**src/hdl/csu_pkg.sv**
```systemverilog
// ----------------------------------------------------------------------------
// csu_pkg
// Shared widths, status codes, control word layout and the microcode table
// of the cosine similarity unit.
// ----------------------------------------------------------------------------
package csu_pkg;

    // Accumulator and datapath widths.
    localparam int DOT_W    = 42;
    localparam int NORM_W   = 41;
    localparam int PROD_W   = 2 * NORM_W;       // norm_a * norm_b
    localparam int ROOT_W   = NORM_W;           // floor sqrt of a PROD_W value
    localparam int REM_W    = ROOT_W + 3;       // shared remainder register
    localparam int FRAC_W   = 15;
    localparam int DIVD_W   = DOT_W + FRAC_W;   // |dot| scaled by 2^15
    localparam int MUL_W    = 32;               // element multiplier operand
    localparam int SIM_W    = 16;
    localparam int STATUS_W = 2;
    localparam int ITER_W   = 6;
    localparam int PC_W     = 3;

    localparam int Q_POS_MAX = 32767;
    localparam int Q_NEG_MAX = 32768;

    // Result status codes.
    localparam logic [STATUS_W-1:0] ST_OK        = 2'd0;
    localparam logic [STATUS_W-1:0] ST_ZERO_NORM = 2'd1;
    localparam logic [STATUS_W-1:0] ST_TOO_LONG  = 2'd2;

    // Microprogram addresses.
    localparam logic [PC_W-1:0] STEP_ACC = 3'd0;
    localparam logic [PC_W-1:0] STEP_CHK = 3'd1;
    localparam logic [PC_W-1:0] STEP_MUL = 3'd2;
    localparam logic [PC_W-1:0] STEP_SQI = 3'd3;
    localparam logic [PC_W-1:0] STEP_SQ  = 3'd4;
    localparam logic [PC_W-1:0] STEP_DVI = 3'd5;
    localparam logic [PC_W-1:0] STEP_DV  = 3'd6;
    localparam logic [PC_W-1:0] STEP_OUT = 3'd7;

    typedef enum logic [2:0] {
        OP_ACC,
        OP_CHK,
        OP_MUL,
        OP_SQI,
        OP_SQ,
        OP_DVI,
        OP_DV,
        OP_OUT
    } op_t;

    typedef enum logic [2:0] {
        C_ALWAYS,
        C_LAST,
        C_FAIL,
        C_ITER_DONE,
        C_OUT_FREE
    } cond_t;

    typedef struct packed {
        logic              ready;
        op_t               op;
        cond_t             cond;
        logic              hold;
        logic [PC_W-1:0]   target;
        logic              cnt_load;
        logic [ITER_W-1:0] cnt_init;
    } ctrl_t;

    // Datapath conditions seen by the sequencer.
    typedef struct packed {
        logic last_acc;
        logic fail;
        logic out_free;
    } flags_t;

    // Next address is target when the condition holds; otherwise the step
    // repeats when hold is set and falls through when it is clear.
    function automatic ctrl_t ucode(input logic [PC_W-1:0] pc);
        ctrl_t w;
        w = '{ready: 1'b0, op: OP_ACC, cond: C_ALWAYS, hold: 1'b0,
              target: STEP_ACC, cnt_load: 1'b0, cnt_init: '0};
        unique case (pc)
            STEP_ACC:
            begin
                w.ready  = 1'b1;
                w.op     = OP_ACC;
                w.cond   = C_LAST;
                w.hold   = 1'b1;
                w.target = STEP_CHK;
            end
            STEP_CHK:
            begin
                w.op       = OP_CHK;
                w.cond     = C_FAIL;
                w.target   = STEP_OUT;
                w.cnt_load = 1'b1;
                w.cnt_init = ITER_W'(NORM_W - 1);
            end
            STEP_MUL:
            begin
                w.op     = OP_MUL;
                w.cond   = C_ITER_DONE;
                w.hold   = 1'b1;
                w.target = STEP_SQI;
            end
            STEP_SQI:
            begin
                w.op       = OP_SQI;
                w.target   = STEP_SQ;
                w.cnt_load = 1'b1;
                w.cnt_init = ITER_W'(ROOT_W - 1);
            end
            STEP_SQ:
            begin
                w.op     = OP_SQ;
                w.cond   = C_ITER_DONE;
                w.hold   = 1'b1;
                w.target = STEP_DVI;
            end
            STEP_DVI:
            begin
                w.op       = OP_DVI;
                w.target   = STEP_DV;
                w.cnt_load = 1'b1;
                w.cnt_init = ITER_W'(DIVD_W - 1);
            end
            STEP_DV:
            begin
                w.op     = OP_DV;
                w.cond   = C_ITER_DONE;
                w.hold   = 1'b1;
                w.target = STEP_OUT;
            end
            STEP_OUT:
            begin
                w.op     = OP_OUT;
                w.cond   = C_OUT_FREE;
                w.hold   = 1'b1;
                w.target = STEP_ACC;
            end
        endcase
        return w;
    endfunction

endpackage

```
**src/hdl/csu_if.sv**
```systemverilog
// ----------------------------------------------------------------------------
// csu_if
// Valid/ready channels of the cosine similarity unit: element pairs in,
// similarity results out.
// ----------------------------------------------------------------------------
interface csu_pair_if #(
    parameter int ELEM_WIDTH = 16
) ();
    logic                         valid;
    logic                         ready;
    logic signed [ELEM_WIDTH-1:0] elem_a;
    logic signed [ELEM_WIDTH-1:0] elem_b;
    logic                         last;

    modport source (output valid, elem_a, elem_b, last, input ready);
    modport sink   (input valid, elem_a, elem_b, last, output ready);
endinterface

interface csu_result_if import csu_pkg::*; ();
    logic                       valid;
    logic                       ready;
    logic signed [SIM_W-1:0]    similarity;
    logic        [STATUS_W-1:0] status;

    modport source (output valid, similarity, status, input ready);
    modport sink   (input valid, similarity, status, output ready);
endinterface

```
**src/hdl/csu_seq.sv**
```systemverilog
// ----------------------------------------------------------------------------
// csu_seq
// Microcode sequencer: step counter, iteration counter and the control
// word read from the program table.
// ----------------------------------------------------------------------------
module csu_seq
    import csu_pkg::*;
(
    input  logic   clk,
    input  logic   rst_n,
    input  flags_t flags,
    output ctrl_t  ctrl
);

    logic [PC_W-1:0]   pc_reg;
    logic [PC_W-1:0]   pc_next;
    logic [ITER_W-1:0] cnt_reg;
    logic [ITER_W-1:0] cnt_next;
    logic              taken;

    assign ctrl = ucode(pc_reg);

    always_comb
    begin
        unique case (ctrl.cond)
            C_ALWAYS:    taken = 1'b1;
            C_LAST:      taken = flags.last_acc;
            C_FAIL:      taken = flags.fail;
            C_ITER_DONE: taken = (cnt_reg == '0);
            C_OUT_FREE:  taken = flags.out_free;
            default:     taken = 1'b0;
        endcase
    end

    always_comb
    begin
        if (taken)
        begin
            pc_next = ctrl.target;
        end
        else if (ctrl.hold)
        begin
            pc_next = pc_reg;
        end
        else
        begin
            pc_next = pc_reg + PC_W'(1);
        end

        cnt_next = cnt_reg;
        if (ctrl.cnt_load)
        begin
            cnt_next = ctrl.cnt_init;
        end
        else if (ctrl.cond == C_ITER_DONE && cnt_reg != '0)
        begin
            cnt_next = cnt_reg - ITER_W'(1);
        end
    end

    always_ff @(posedge clk or negedge rst_n)
    begin
        if (!rst_n)
        begin
            pc_reg  <= STEP_ACC;
            cnt_reg <= '0;
        end
        else
        begin
            pc_reg  <= pc_next;
            cnt_reg <= cnt_next;
        end
    end

endmodule

```
**src/hdl/cosine_similarity_unit.sv**
```systemverilog
// ----------------------------------------------------------------------------
// cosine_similarity_unit
// Streaming cosine similarity of two vectors, Q1.15 result, driven by a
// small microprogram over a shared shift-and-add datapath.
// ----------------------------------------------------------------------------
// Element pairs arrive on the pairs channel, one transaction per position,
// with last set on the final pair. Each pair is multiplied and accumulated
// in the cycle it is accepted, so a vector streams at one pair per clock.
// After the transaction carrying last, input ready drops while the tail
// runs: a serial shift-and-add multiply of the two norms, a
// two-bits-per-cycle square root and a restoring divide, each after its
// own setup step. The result transaction is offered from the output
// register once the tail is done; when a vector was too long or had a
// zero norm, the tail is skipped and a zero similarity is offered.
// The result sits in an output register: while the receiver stalls, the
// block keeps accepting pairs for the next vector and only waits if that
// vector finishes before the held result is taken.
// Reset clears the accumulators, the pair count and the output valid; no
// clearing pass is needed.
// ----------------------------------------------------------------------------
module cosine_similarity_unit
    import csu_pkg::*;
#(
    parameter int MAX_LEN    = 1024,
    parameter int ELEM_WIDTH = 16
) (
    input  logic            clk,
    input  logic            rst_n,
    csu_pair_if.sink        pairs,
    csu_result_if.source    result
);

    localparam int LEN_W = $clog2(MAX_LEN + 1);

    ctrl_t  ctrl;
    flags_t flags;

    // Accumulators and pair count.
    logic [DOT_W-1:0]    dot_reg,  dot_next;
    logic [NORM_W-1:0]   na_reg,   na_next;
    logic [NORM_W-1:0]   nb_reg,   nb_next;
    logic [LEN_W-1:0]    len_reg,  len_next;
    logic                long_reg, long_next;

    // Shared tail datapath. x_reg holds the product, then the radicand,
    // then the dividend with the quotient shifting in at the bottom.
    logic [PROD_W-1:0]   x_reg,    x_next;
    logic [ROOT_W-1:0]   root_reg, root_next;
    logic [REM_W-1:0]    rem_reg,  rem_next;
    logic [STATUS_W-1:0] stat_reg, stat_next;

    // Output register.
    logic                out_valid_reg,  out_valid_next;
    logic [SIM_W-1:0]    out_sim_reg,    out_sim_next;
    logic [STATUS_W-1:0] out_status_reg, out_status_next;

    logic                       accept;
    logic signed [MUL_W-1:0]    a_ext;
    logic signed [MUL_W-1:0]    b_ext;
    logic signed [2*MUL_W-1:0]  p_ab;
    logic signed [2*MUL_W-1:0]  p_aa;
    logic signed [2*MUL_W-1:0]  p_bb;
    logic [NORM_W:0]            mul_sum;
    logic [REM_W-1:0]           sq_rem;
    logic [REM_W-1:0]           sq_trial;
    logic [REM_W-1:0]           dv_rem;
    logic [REM_W-1:0]           dv_div;
    logic [DOT_W-1:0]           dot_mag;
    logic [DIVD_W-1:0]          quo;
    logic [SIM_W-1:0]           q_clamped;
    logic [SIM_W-1:0]           sim_val;
    logic                       dot_neg;

    csu_seq u_seq (
        .clk   (clk),
        .rst_n (rst_n),
        .flags (flags),
        .ctrl  (ctrl)
    );

    assign pairs.ready       = ctrl.ready;
    assign result.valid      = out_valid_reg;
    assign result.similarity = out_sim_reg;
    assign result.status     = out_status_reg;

    assign accept = pairs.valid && ctrl.ready;

    // Each element is taken from the low ELEM_WIDTH bits of its field and
    // sign-extended to the multiplier width; the accumulators keep only
    // their low bits, so they wrap at their own widths.
    assign a_ext = MUL_W'($signed(pairs.elem_a[ELEM_WIDTH-1:0]));
    assign b_ext = MUL_W'($signed(pairs.elem_b[ELEM_WIDTH-1:0]));
    assign p_ab  = a_ext * b_ext;
    assign p_aa  = a_ext * a_ext;
    assign p_bb  = b_ext * b_ext;

    assign flags.last_acc = accept && pairs.last;
    assign flags.fail     = long_reg || (na_reg == '0) || (nb_reg == '0);
    assign flags.out_free = !out_valid_reg || result.ready;

    // One multiplier step: add the multiplicand into the upper half when the
    // low bit is set, then shift the whole product right.
    assign mul_sum = {1'b0, x_reg[PROD_W-1:NORM_W]}
                   + (x_reg[0] ? {1'b0, na_reg} : '0);

    // One square root step consumes the two top radicand bits.
    assign sq_rem   = {rem_reg[REM_W-3:0], x_reg[PROD_W-1:PROD_W-2]};
    assign sq_trial = REM_W'({root_reg, 2'b01});

    // One restoring divide step by the root.
    assign dv_rem = {rem_reg[REM_W-2:0], x_reg[DIVD_W-1]};
    assign dv_div = REM_W'(root_reg);

    assign dot_neg = dot_reg[DOT_W-1];
    assign dot_mag = dot_neg ? (~dot_reg + DOT_W'(1)) : dot_reg;

    // The quotient is truncated toward zero, then clamped: a negative result
    // may reach -1.0, a positive one stops one LSB short of +1.0.
    assign quo = x_reg[DIVD_W-1:0];
    always_comb
    begin
        if (dot_neg)
        begin
            q_clamped = (quo > DIVD_W'(Q_NEG_MAX)) ? SIM_W'(Q_NEG_MAX)
                                                   : quo[SIM_W-1:0];
            sim_val   = ~q_clamped + SIM_W'(1);
        end
        else
        begin
            q_clamped = (quo > DIVD_W'(Q_POS_MAX)) ? SIM_W'(Q_POS_MAX)
                                                   : quo[SIM_W-1:0];
            sim_val   = q_clamped;
        end
    end

    always_comb
    begin
        dot_next        = dot_reg;
        na_next         = na_reg;
        nb_next         = nb_reg;
        len_next        = len_reg;
        long_next       = long_reg;
        x_next          = x_reg;
        root_next       = root_reg;
        rem_next        = rem_reg;
        stat_next       = stat_reg;
        out_valid_next  = out_valid_reg && !result.ready;
        out_sim_next    = out_sim_reg;
        out_status_next = out_status_reg;

        unique case (ctrl.op)
            OP_ACC:
            begin
                if (accept)
                begin
                    // Pairs beyond the length limit are dropped and flagged.
                    if (len_reg < LEN_W'(MAX_LEN))
                    begin
                        dot_next = dot_reg + p_ab[DOT_W-1:0];
                        na_next  = na_reg + p_aa[NORM_W-1:0];
                        nb_next  = nb_reg + p_bb[NORM_W-1:0];
                        len_next = len_reg + LEN_W'(1);
                    end
                    else
                    begin
                        long_next = 1'b1;
                    end
                end
            end
            OP_CHK:
            begin
                // Too long takes precedence over a zero norm.
                if (long_reg)
                begin
                    stat_next = ST_TOO_LONG;
                end
                else if (na_reg == '0 || nb_reg == '0)
                begin
                    stat_next = ST_ZERO_NORM;
                end
                else
                begin
                    stat_next = ST_OK;
                end
                x_next = PROD_W'(nb_reg);
            end
            OP_MUL:
            begin
                x_next = {mul_sum, x_reg[NORM_W-1:1]};
            end
            OP_SQI:
            begin
                root_next = '0;
                rem_next  = '0;
            end
            OP_SQ:
            begin
                if (sq_rem >= sq_trial)
                begin
                    rem_next  = sq_rem - sq_trial;
                    root_next = {root_reg[ROOT_W-2:0], 1'b1};
                end
                else
                begin
                    rem_next  = sq_rem;
                    root_next = {root_reg[ROOT_W-2:0], 1'b0};
                end
                x_next = {x_reg[PROD_W-3:0], 2'b00};
            end
            OP_DVI:
            begin
                x_next   = PROD_W'({dot_mag, {FRAC_W{1'b0}}});
                rem_next = '0;
            end
            OP_DV:
            begin
                if (dv_rem >= dv_div)
                begin
                    rem_next = dv_rem - dv_div;
                    x_next   = {x_reg[PROD_W-2:0], 1'b1};
                end
                else
                begin
                    rem_next = dv_rem;
                    x_next   = {x_reg[PROD_W-2:0], 1'b0};
                end
            end
            OP_OUT:
            begin
                if (flags.out_free)
                begin
                    out_valid_next  = 1'b1;
                    out_sim_next    = (stat_reg == ST_OK) ? sim_val : '0;
                    out_status_next = stat_reg;
                    dot_next        = '0;
                    na_next         = '0;
                    nb_next         = '0;
                    len_next        = '0;
                    long_next       = 1'b0;
                end
            end
            default:
            begin
            end
        endcase
    end

    always_ff @(posedge clk or negedge rst_n)
    begin
        if (!rst_n)
        begin
            dot_reg       <= '0;
            na_reg        <= '0;
            nb_reg        <= '0;
            len_reg       <= '0;
            long_reg      <= 1'b0;
            out_valid_reg <= 1'b0;
        end
        else
        begin
            dot_reg       <= dot_next;
            na_reg        <= na_next;
            nb_reg        <= nb_next;
            len_reg       <= len_next;
            long_reg      <= long_next;
            out_valid_reg <= out_valid_next;
        end
    end

    always_ff @(posedge clk)
    begin
        x_reg          <= x_next;
        root_reg       <= root_next;
        rem_reg        <= rem_next;
        stat_reg       <= stat_next;
        out_sim_reg    <= out_sim_next;
        out_status_reg <= out_status_next;
    end

endmodule

```
**src/flat_wrapper.sv**
```systemverilog
// flat-port wrapper written by rule: the top's interface ports become plain ports
module cosine_similarity_unit_flat import csu_pkg::*;
#(
    parameter int MAX_LEN    = 1024,
    parameter int ELEM_WIDTH = 16
)
  (clk, rst_n, pairs_valid, pairs_elem_a, pairs_elem_b, pairs_last, pairs_ready, result_valid, result_similarity, result_status, result_ready);
  csu_pair_if #(.ELEM_WIDTH(ELEM_WIDTH)) pairs_i ();
  csu_result_if result_i ();
  input  logic clk;
  input  logic rst_n;
  input wire logic [$bits(pairs_i.valid)-1:0] pairs_valid;
  input wire logic [$bits(pairs_i.elem_a)-1:0] pairs_elem_a;
  input wire logic [$bits(pairs_i.elem_b)-1:0] pairs_elem_b;
  input wire logic [$bits(pairs_i.last)-1:0] pairs_last;
  output wire logic [$bits(pairs_i.ready)-1:0] pairs_ready;
  output wire logic [$bits(result_i.valid)-1:0] result_valid;
  output wire logic [$bits(result_i.similarity)-1:0] result_similarity;
  output wire logic [$bits(result_i.status)-1:0] result_status;
  input wire logic [$bits(result_i.ready)-1:0] result_ready;
  assign pairs_i.valid = pairs_valid;
  assign pairs_i.elem_a = pairs_elem_a;
  assign pairs_i.elem_b = pairs_elem_b;
  assign pairs_i.last = pairs_last;
  assign pairs_ready = pairs_i.ready;
  assign result_valid = result_i.valid;
  assign result_similarity = result_i.similarity;
  assign result_status = result_i.status;
  assign result_i.ready = result_ready;
  cosine_similarity_unit #(.MAX_LEN(MAX_LEN), .ELEM_WIDTH(ELEM_WIDTH)) u_core (.clk(clk), .rst_n(rst_n), .pairs(pairs_i), .result(result_i));
endmodule
```
**config.mk**
```make
export PLATFORM = sky130hd
export DESIGN_NAME = cosine_similarity_unit_flat
export DESIGN_NICKNAME = d
export VERILOG_FILES = /design/src/hdl/csu_pkg.sv /design/src/hdl/csu_if.sv /design/src/hdl/csu_seq.sv /design/src/hdl/cosine_similarity_unit.sv /design/src/flat_wrapper.sv
export SDC_FILE = /design/constraint.sdc
export NUM_CORES = 2
export LEC_CHECK = 0
export BUFFER_PORTS_ARGS = -buffer_cell sky130_fd_sc_hd__buf_4
export CORE_MARGIN = 2
export CORE_UTILIZATION = 45
export DETAILED_ROUTE_END_ITERATION = 16
export MAX_ROUTING_LAYER = met4
export PLACE_DENSITY_LB_ADDON = 0.05
export SLEW_MARGIN = 40
export SYNTH_ARGS = -nofsm -noshare
export SYNTH_HDL_FRONTEND = slang
export SYNTH_SLANG_ARGS = --single-unit
```
**constraint.sdc**
```tcl
create_clock -name clk -period 8.7 [get_ports clk]
set_clock_uncertainty 0.1 [all_clocks]
set_input_delay 1.74 -clock clk [delete_from_list [all_inputs] [get_ports clk]]
set_output_delay 1.74 -clock clk [all_outputs]
set_load 0.005 [all_outputs]
```
======== Word level (Yosys, flattened, before mapping) ========
Index checks and enable logic that the tools add are counted.
operators by class
  order comparisons ....................... 5
  equal/unequal tests ..................... 23
  bitwise operators ....................... 2
  add/subtract/negate cells ............... 11
  multipliers ............................. 3
  mux-type cells .......................... 45
  reduce and logical (&&, ||, !) cells .... 31
operators by type and width
  operator                                                         count
  one-hot mux 82 bit (5 select lines)                              1
  2-to-1 mux 41 bit                                                6
  one-hot mux 41 bit (2 select lines)                              3
  2-to-1 mux 42 bit                                                4
  one-hot mux 43 bit (3 select lines)                              1
  multiplier 16 x 16 -> 32 bit                                     3
  2-to-1 mux 43 bit                                                2
  one-hot mux 42 bit (2 select lines)                              1
  adder 41 bit                                                     2
  logical NOT 41 bit                                               2
  greater-than comparator 57 x 15 -> 1 bit, second input constant  1
  greater-than comparator 57 x 16 -> 1 bit, second input constant  1
  2-to-1 mux 16 bit                                                3
  >= comparator 44 x 41 -> 1 bit                                   1
  >= comparator 44 x 43 -> 1 bit                                   1
  subtractor 43 x 41 -> 43 bit                                     1
  subtractor 43 bit                                                1
  adder 41 x 41 -> 42 bit                                          1
  adder 42 x 1 -> 42 bit, second input constant                    1
  adder 42 bit                                                     1
  inverter 42 bit                                                  1
  2-to-1 mux 11 bit                                                3
  equality test 3 bit, second input constant                       9
  one-hot mux 3 bit (8 select lines)                               1
  34 further kinds                                                 69
word-level totals
  output and inout port bits .............. 20
  bits in registers ....................... 332

======== Logic depth before layout (Yosys ltp) ========
  depth after elaboration ................. 7
  gate-level depth with buffers ........... 40

======== Cells and area by module ========
A second synthesis with hierarchy kept.
second synthesis, totals
  cell total of the unflattened synthesis .. 6,528
  area, all modules ....................... 56,998.4 um^2
modules (own cells, without submodules)
  module                  area an instance (um^2)  instances  cells each
  cosine_similarity_unit  56,192.6                 1          6,433
  csu_seq                 805.8                    1          95

======== Least setup slack after synthesis ========
Ideal clock, no wire load.
  kind .................................... input -> register
  start ................................... input port pairs_elem_b[15]
  end ..................................... register u_core.nb_reg[40]
  slack ................................... -1.538 ns
  cell stages on the path ................. 35
  data arrival time ....................... 10.019 ns
  cells stage by stage .................... clkbuf_1 -> inv_1 -> clkbuf_1 -> nor2_1 -> fa_1 -> inv_1 -> fa_1 -> inv_1 -> fa_1 -> fa_1 -> fa_1 -> inv_1 -> fa_1 -> inv_1 -> ha_1 -> nand2_1 -> o21ai_0 -> or3_1 -> a31oi_1 -> o31a_1 -> o311ai_0 -> a21o_1 -> a21oi_1 -> xnor2_1 -> ha_1 -> clkbuf_1 -> a31oi_1 -> o21ai_0 -> a31o_2 -> a21o_1 -> a221o_1 -> a21oi_1 -> xnor2_1 -> o211ai_1 -> nor2b_1
on the way
  cells in the longest elaborated chain, start to end .. 5
RTL lines
  element                              RTL line                       text
  start: declaration                   flat_wrapper.sv:14             input wire logic [$bits(pairs_i.elem_b)-1:0] pairs_elem_b;
  multiplier 16 x 16 -> 32 bit         cosine_similarity_unit.sv:95   assign p_bb = b_ext * b_ext;
  adder 41 bit                         cosine_similarity_unit.sv:161  nb_next = nb_reg + p_bb[NORM_W-1:0];
  2-to-1 mux 41 bit                    cosine_similarity_unit.sv:157  if (len_reg < LEN_W'(MAX_LEN))
  2-to-1 mux 41 bit                    cosine_similarity_unit.sv:154  if (accept)
  one-hot mux 41 bit (2 select lines)  cosine_similarity_unit.sv:151  unique case (ctrl.op)
  end signal: assignment               cosine_similarity_unit.sv:263  nb_reg <= nb_next;
  end: declaration                     cosine_similarity_unit.sv:41   logic [NORM_W-1:0] nb_reg, nb_next;
Every way passes these cells. The select of a mux whose other input is x is not followed.
A chain may end at the register's enable or synchronous reset.

======== Worst setup path in the final report ========
  start ................................... input port pairs_elem_b[6]
  end ..................................... register u_core.dot_reg[41]
on the way
  cells in the longest elaborated chain, start to end .. 5
RTL lines
  element                              RTL line                       text
  multiplier 16 x 16 -> 32 bit         cosine_similarity_unit.sv:93   assign p_ab = a_ext * b_ext;
  adder 42 bit                         cosine_similarity_unit.sv:159  dot_next = dot_reg + p_ab[DOT_W-1:0];
  2-to-1 mux 42 bit                    cosine_similarity_unit.sv:157
  2-to-1 mux 42 bit                    cosine_similarity_unit.sv:154
  one-hot mux 42 bit (2 select lines)  cosine_similarity_unit.sv:151
  end signal: assignment               cosine_similarity_unit.sv:261  dot_reg <= dot_next;
  end: declaration                     cosine_similarity_unit.sv:39   logic [DOT_W-1:0] dot_reg, dot_next;
Every way passes these cells. The select of a mux whose other input is x is not followed.

==> metrics.cfg <==
[outcome]
status=finished with violations
violations=setup timing

[worst_setup_path]
criticalPathCategory=in -> reg
cp_max_fo=6
worst_path_max_delay_cell=fa_1
arrival_ns=9.66
crit_top_cell=fa_1
start_kind=input port
reg2reg_depth=11
critPathRequiredTime_ns=9.06
slowest_delay_ns=0.58
critPathCaptureType=flip-flop

[synthesis]
ys_ff_latch=332
ys.flop_type=edfxtp_1
ys_async_sr_fraction_pct=43.98
synth_area_sq_um=56820
yosysSeqAreaShare_pct=16.26
synth.avg_cell_area_sq_um=8.705
synthDistinctLibCells=80
synth_cells=6528
syn_nets=7830
synth-edff-count=186
ys_warn_count=0

[clock_network]
cts.sinks=332
clockRootBuffer=clkbuf_16
clock_path_buffers=3
cts_tree=built
insertion_delay_ns=0.59
htreeDepth=2
numCtsBuffers=43
clk_pin_slew_worst_paths_ns=0.06

[timing]
setup_ws_ns=-0.6017
finalCriticalPeriod_ns=9.302
finalCritPeriodShare_pct=106.9
drv_slew=0
finalSetupViolations=28
clock.fmax_ghz=0.1075
final.setup.tns_ns=-8.367
rsz0062_at_grt=yes
worst_slew_pin_slew_ns=0.8269
max_slew_margin_pct=44.88
hold_viol_final=0

[grt]
grt_pass1_vias=49350
grt_max_degree=175
gr-total-overflow=0
grt.busiest_layer=met2
grt_use_met1_pct=35.55
grtUsageMet2_pct=44.79
grt_usage_pct=26.52
met3_usage_pct=1.576
grt_pass1_wl_microns=269100
antenna_found_initial=0

[die]
fp.dieArea_sq_um=129100
io_pins=57
die_w_microns=359.4
row_count=130
coreArea_sq_um=125400
start_util_pct=45.31
die_y_microns=359.4

[place]
dp.cells=8813
placed_cell_area_sq_um=65720
post-place-ws_ns=-1.705
dp_hpwl_microns=134700
gp_congestion=0.9002
io_buffers=56

[cells_and_area]
area_growth_pct=25.02
largest_register_ffs=82
layout.nets=8643
n_antenna_cell=0
drive_above_1_share_pct=23.00
fillerInstances=11450
layout_common_cells=1069 x inv_1, 896 x buf_4, 698 x fa_1
fin_area_sq_um=71040
layout_commonest_cell=inv_1
stdcell_count=9024

[route]
detail_route.wl_per_cell_microns=18.69
firstDrtPassIters=8
routed_wl_microns=168700
vias=48170
routed_via_density=5.338
antenna_left=0
drc_errors=0
drt-initial-drc-count=2890

[min_path]
whs_path_depth=0
hp-class=reg -> reg

[flow_run]
maxCapViolations=0

[layout make-up]
type	count	area [sq um]	share of cell area, %
Inverter	1138	4307	6.062
Sequential cell	332	9244	13.01
Clock inverter	16	196.4	0.2765
Multi-Input combinational cell	4790	45140	63.55
Clock buffer	62	1197	1.686
Tap cell	1650	2064	2.906
Timing Repair Buffer	1036	8887	12.51
[stage by stage]
stage | utilization (%) | hold WS, ns
final | 56.65 | 0.3884
after global routing | 56.65 | 0.4060
after CTS | 54.85 | 0.3947
after detailed placement | 52.40 | 0.3860
after global placement | 52.37 | 0.3872
after floorplan | - | 0.3473
[critical path: cells and delay by family]
| kind | cells | cell delay, ns |
|---|---|---|
| AOI/OAI and AO/OA | 12 | 2.01 |
| xor gates and xnor gates | 2 | 0.44 |
| adders and majority gates | 8 | 3.60 |
| buffers and inverters | 8 | 0.72 |
| and+or+nand+nor | 6 | 1.12 |
[path summary, 6_finish.rpt]
kind | start | slack (ns) | to
max reg2reg | u_core.dot_reg[3]$_DFFE_PN0P_ | 3.77 | u_core.x_reg[50]$_DFFE_PP_
min in group asynchronous | rst_n | 1.03 | u_core.len_reg[3]$_DFFE_PN0P_
min | u_core.long_reg$_DFFE_PN0P_ | 0.39 | u_core.stat_reg[1]$_SDFFCE_PP1N_
max | pairs_elem_b[6] | -0.60 | u_core.dot_reg[41]$_DFFE_PN0P_
min reg2reg | u_core.long_reg$_DFFE_PN0P_ | 0.39 | u_core.stat_reg[1]$_SDFFCE_PP1N_
max in group asynchronous | rst_n | 6.41 | u_core.u_seq.pc_reg[2]$_DFFE_PN0P_
[layer usage]
layer	routed length (microns)	up-vias
li1	-	23320
met1	76550	23810
met2	82270	851
met3	5805	190
met4	4064	0
met5	0	-
[cells in the mapped netlist, types with 11 or more instances]
master | number | area [sq um]
o21a_1 | 38 | 285.3
nand2b_1 | 52 | 325.3
nor2b_1 | 46 | 287.8
edfxtp_1 | 186 | 5585
nor3_1 | 62 | 310.3
and2_1 | 236 | 1476
or3_1 | 22 | 137.6
nand4_1 | 42 | 262.8
a22oi_1 | 11 | 82.58
a222oi_1 | 58 | 580.6
buf_1 | 21 | 78.83
dfrtp_1 | 146 | 3654
a21oi_1 | 387 | 1937
a21o_1 | 180 | 1351
nor4_1 | 36 | 225.2
o211ai_1 | 27 | 202.7
a31o_2 | 18 | 157.7
nand2_1 | 495 | 1858
nor3b_1 | 11 | 82.58
inv_1 | 1133 | 4253
o31ai_1 | 36 | 270.3
nor2_1 | 449 | 1685
a41oi_1 | 12 | 105.1
o41ai_1 | 13 | 113.9
a31oi_1 | 32 | 200.2
nand3_1 | 174 | 870.8
mux2i_1 | 27 | 270.3
a221oi_1 | 22 | 192.7
o21ai_0 | 328 | 1642
o22ai_1 | 46 | 287.8
and3_1 | 29 | 181.4
or2_2 | 13 | 81.33
o21bai_1 | 40 | 300.3
xnor2_1 | 247 | 2163
ha_1 | 533 | 6669
xor2_1 | 140 | 1226
fa_1 | 732 | 14650
clkbuf_1 | 245 | 919.6
a211oi_1 | 18 | 135.1
mux2_2 | 41 | 461.7
[cell families after synthesis]
family                     after synthesis  synth area share [%]
and+or+nand+nor                       1710                 14.37
AOI/OAI and AO/OA                     1360                 15.31
xor gates and xnor gates               387                 5.965
buffers and inverters                 1406                 9.292
muxes                                   68                 1.288
DFF                                    332                 16.26
adders and majority gates             1265                 37.52
[what timing repair did]
item                                    CTS  global route
resized for setup                       264           397
hold buffers                              0             0
pin swaps                               236           314
cloned                                    1             4
endpoints found under the setup margin   49            63
buffers inserted                         71            77
Power is not shown: default switching activity piles up to over one toggle a cycle in this logic, so the estimate is an artifact.
